File: src/hdl/psts_pkg.sv
// shared constants, codes and types of the priority trigger state supervisor
`timescale 1ns / 1ps

package psts_pkg;

  localparam int TRIGGER_COUNT = 32;
  localparam int STATE_COUNT   = 16;

  localparam int TRIG_IDX_W  = $clog2(TRIGGER_COUNT);
  localparam int STATE_IDX_W = $clog2(STATE_COUNT);
  localparam int OP_W        = 3;
  localparam int ID_W        = 8;
  localparam int VALUE_W     = 8;
  localparam int FLAG_W      = 32;
  localparam int ERR_W       = 6;
  localparam int ERR_MAX     = 63;

  localparam int DEST_DEPTH = TRIGGER_COUNT * STATE_COUNT;
  localparam int PRIO_DEPTH = STATE_COUNT * STATE_COUNT;

  localparam int CFG_ADDR_W = 3;
  localparam int CFG_DATA_W = 32;

  // register index, taken from the word address
  localparam logic REG_TRIGGER_ENABLE = 1'b0;

  typedef enum logic [OP_W-1:0] {
    OP_WR_DEST = 3'd0,
    OP_WR_PRIO = 3'd1,
    OP_WR_SID  = 3'd2,
    OP_WR_TID  = 3'd3,
    OP_EVAL    = 3'd4
  } op_t;

  typedef enum logic [2:0] {
    ST_IDLE,
    ST_WALK,
    ST_FLUSH,
    ST_SETTLE,
    ST_RESULT
  } ctrl_state_t;

  typedef struct packed {
    logic accept;
    logic issue;
    logic load_out;
  } dp_cmd_t;

  typedef struct packed {
    logic walk_last;
  } dp_status_t;

endpackage

File: src/hdl/psts_ctrl.sv
// controller: sequences table writes, the trigger walk and the result hand-off
`timescale 1ns / 1ps

module psts_ctrl (
  input  logic                 clk,
  input  logic                 rst_n,
  input  logic                 in_valid,
  input  logic                 in_is_eval,
  output logic                 in_ready,
  input  logic                 out_ready,
  output logic                 out_valid,
  input  psts_pkg::dp_status_t st,
  output psts_pkg::dp_cmd_t    cmd
);
  import psts_pkg::*;

  ctrl_state_t state_r, state_nxt;
  logic        out_valid_r, out_valid_nxt;

  always_ff @(posedge clk) begin
    if (!rst_n) begin
      state_r     <= ST_IDLE;
      out_valid_r <= 1'b0;
    end else begin
      state_r     <= state_nxt;
      out_valid_r <= out_valid_nxt;
    end
  end

  always_comb begin
    state_nxt    = state_r;
    in_ready     = 1'b0;
    cmd          = '0;
    unique case (state_r)
      ST_IDLE: begin
        in_ready = 1'b1;
        if (in_valid) begin
          cmd.accept = 1'b1;
          state_nxt  = in_is_eval ? ST_WALK : ST_RESULT;
        end
      end
      ST_WALK: begin
        cmd.issue = 1'b1;
        if (st.walk_last) begin
          state_nxt = ST_FLUSH;
        end
      end
      // ST_FLUSH and ST_SETTLE let the last trigger leave the match and priority stages
      ST_FLUSH:  state_nxt = ST_SETTLE;
      ST_SETTLE: state_nxt = ST_RESULT;
      ST_RESULT: begin
        if (!out_valid_r || out_ready) begin
          cmd.load_out = 1'b1;
          state_nxt    = ST_IDLE;
        end
      end
      default: state_nxt = ST_IDLE;
    endcase
    out_valid_nxt = cmd.load_out ? 1'b1 : (out_ready ? 1'b0 : out_valid_r);
  end

  assign out_valid = out_valid_r;

endmodule

File: config.mk
export PLATFORM = sky130hd
export DESIGN_NAME = psts_ctrl
export DESIGN_NICKNAME = d
export VERILOG_FILES = /design/src/hdl/psts_pkg.sv /design/src/hdl/psts_ctrl.sv
export SDC_FILE = /design/constraint.sdc
export NUM_CORES = 1
export LEC_CHECK = 0
export BUFFER_PORTS_ARGS = -buffer_cell sky130_fd_sc_hd__buf_4
export CORE_AREA = 2 2 39 41
export CTS_CLUSTER_DIAMETER = 120
export CTS_CLUSTER_SIZE = 24
export DETAILED_ROUTE_END_ITERATION = 10
export DIE_AREA = 0 0 41 43
export PLACE_DENSITY = 0.45
export REMOVE_ABC_BUFFERS = 1
export SLEW_MARGIN = 20
export SYNTH_ARGS = -nofsm -noshare
export SYNTH_HDL_FRONTEND = slang
export SYNTH_SLANG_ARGS = --single-unit
File: constraint.sdc
create_clock -name clk -period 1.4 [get_ports clk]
set_input_delay 0.28 -clock clk [delete_from_list [all_inputs] [get_ports clk]]
set_output_delay 0.28 -clock clk [all_outputs]
set_load 0.02 [all_outputs]
==> summary.md <==
| Metric | Value |
|---|---|
| Peak supply drop | `between 400 and 500 uV` |
| CTS tree | `yes` |
| Met2 Usage GRT | `8.44%` |
| Die width | `41 um` |
| WL final | `496 um` |
| CTS hold repair buffers | `0` |
| Crit path DAT | `1060 ps` |
| Number of synthesized register bits | `4` |
| Die ar. | `0.00176 sq mm` |
| Met3 usage | `3.14%` |
| Total CTS buffers | `3` |
| Mux contribution to synthesized area | `under 10%` |
| Mapped Cells | `26` |
| Drt drc | `0` |
| Critical Path Source Type | `flop` |
| Switching share of power | `29.3%` |
| Gate power share | `25.8%` |
| Total number of vias | `about 220` |
| Commonest non-fill, non-tap cell in the layout | `buf_4` |
| RSZ-0062 raised after global routing | `true` |
| Status | `complete, no violations` |
| Post-route cell area | `around 340 sq um` |
| GRT Overall Usage | `7.44%` |
| Placed Instances | `51` |
| Crit Path Max Fanout | `6` |
| Mapped Area | `220 sq um` |
| Final slew viol count | `0` |
| Crit share post-route | `approximately 95%` |
| Netlist cell types | `17` |
| Reg-to-reg slack, setup | `around 320 ps` |
| Layout area overhead | `55.7%` |
| P_leak | `between 0.15 and 0.2 nW` |
| # diodes | `0` |
| Synth Area in Compound Gates | `19.3%` |
| Skew final | `2.09 ps` |
| Avg WL per Cell | `about 9.0 um` |
| Row count | `14` |
| Drt initial violations | `4` |
| Slew HR | `a little over 80%` |
| Clock Latency Late Sink | `240 ps` |
| GR Layer Usage met1 | `under 10%` |
| Area after DPL | `308 sq um` |
| Min cycle time layout | `~1300 ps` |
| Starting Density | `between 10% and 20%` |
| Post-Synth Simple-Gate Area | `34.1%` |
| Clock Sinks | `4` |
| Sequential share of the synthesized area | `36.4%` |
| Psw | `0.000112 W` |
| Clock Power Share | `38.4%` |
| Largest net degree at the start of global routing | `9` |
| Vias per inst | `3.98` |
| H-tree depth | `1` |
| Cell Pwr Density | `1120 mW/mm^2` |
| Final Setup Violations | `0` |
| Worst-path clk slew | `40 ps` |
| Post-Layout Cell Count | `55` |
| Placeable Area | `0.00138 sq mm` |
| Post-route ant nets | `0` |
| Floorplan die height | `43 um` |
| Nets@finish | `47` |
| Routability cong. | `0.667` |
| Syn_area_per_cell | `roughly 8.5 sq um` |
| Layout cell share with drive strength beyond 1 | `51.3%` |
| Achievable frequency | `0.749 GHz` |
| Yosys top cell by area | `dfxtp_1` |
| Commonest cells after routing, fill and taps aside | `buf_4 (11), nor2_1 (4), nand2_1 (3), clkbuf_4 (3)` |
| I/O Buffers | `10` |
| Maximum clock insertion buffer count | `2` |
| Seq pwr share | `35.7%` |
| Remaining global-route overflow | `0` |
| Largest family of logic cells by synthesized area | `simple AND/OR/NAND/NOR gates` |
| Final Total Pwr | `~0.00038 W` |
| Max_cap viols | `0` |
| WS Path Type | `flop to primary output` |
| Vias in the first global route | `209` |
| XOR/XNOR Fraction of Synth Area | `0%` |
| Worst Hold Class | `input port to flop` |
| Total internal power | `0.000270 W` |
| Required @ worst endpoint | `1120 ps` |
| Yosys top cell area share | `36.4%` |
| First-pass GRT wire length | `793 um` |
| DR pass1 iterations | `2` |
| Ports | `11` |
| Gr busiest metal | `met4` |
| Initial antenna violation count | `0` |
| Worst-Margin Slew | `254 ps` |
| CP Capture Type | `primary output` |
| Final hold viol count | `0` |
| YS warnings | `0` |
| Synth Area in Adders | `0%` |
| Clk root buf | `clkbuf_4` |
| Largest cells by area after synthesis | `dfxtp_1 (36%), o32ai_2 (7.4%), nand2_1 (6.8%)` |
[routing by layer]
metal  up-vias  routed length [um]
met3         2                  49
met2         9                 219
met5         -                   0
met4         0                   8
li1        116                   -
met1        92                 219
[logic make-up after synthesis]
logic type	after synthesis
AND/OR/NAND/NOR	14
flip-flops	4
buffers and inverters	2
AO/OA/AOI/OAI	5
multiplexers	1
[through the flow]
| stage | setup WS (ps) | setup TNS, ps | util [%] | hold WS (ps) |
|---|---|---|---|---|
| after floorplan | 143 | 0 | - | 399 |
| after global placement | 251 | 0 | 22.2 | 516 |
| after detailed placement | 260 | 0 | 22.2 | 508 |
| after CTS | 22.4 | 0 | 24.0 | 261 |
| after global routing | -19.4 | -35.6 | 24.8 | 264 |
| final | 64.4 | 0 | 24.8 | 265 |
[timing repair]
item | 4_1_cts | 5_1_grt
gates resized for setup | 1 | 2
setup endpoints to repair | 1 | 2
pin swaps | 1 | 1
buffers inserted | 0 | 1
[cell type report]
type	count	area [sq um]
repair buffers	11	82.6
flip-flops and latches	4	82.6
well taps	16	20.0
fillers	160	1040
clock buffers	3	22.5
inverters	1	3.75
multi-input cells	20	131
[final timing paths]
kind	from	to	cells past startpoint
worst max-delay path	state_r[1]	cmd[2]	4
worst max register to register	state_r[2]	state_r[2]	3
worst min-delay path	in_is_eval	state_r[2]	2
worst min register to register	state_r[0]	state_r[1]	3
[Yosys cell counts]
library cell and count:
nor3b_1 1, dfxtp_1 4, nand2_1 4, buf_4 1, nor2_4 1, a211oi_1 1, inv_1 1, nor2b_1 1
and3b_1 1, nand2b_1 1, nor3_1 1, o21a_1 1, mux2_2 1, a21oi_1 1, nor2_1 4, o32ai_2 1
a31oi_1 1
[power groups by stage]
stage               Sequential [W]  Combinational [W]  Clock [W]
floorplan                 0.000136          0.0000518          0
finish                    0.000137          0.0000988   0.000147
detailed placement        0.000137          0.0000922          0
global route              0.000138           0.000108   0.000162
global placement          0.000137          0.0000931          0
CTS                       0.000136          0.0000935   0.000152
[registers in the layout, summed over array words and instances (netlist names)]
signal     flops
state_r        3
out_valid      1
[worst max-delay path, cell delays in order, from the launching register on]
cell,delay [ps]
dfxtp_2,350
nor2_4,160
nand2_2,80
nor2_1,90
buf_4,140
No activity file was read; power rests on OpenSTA's default activity.
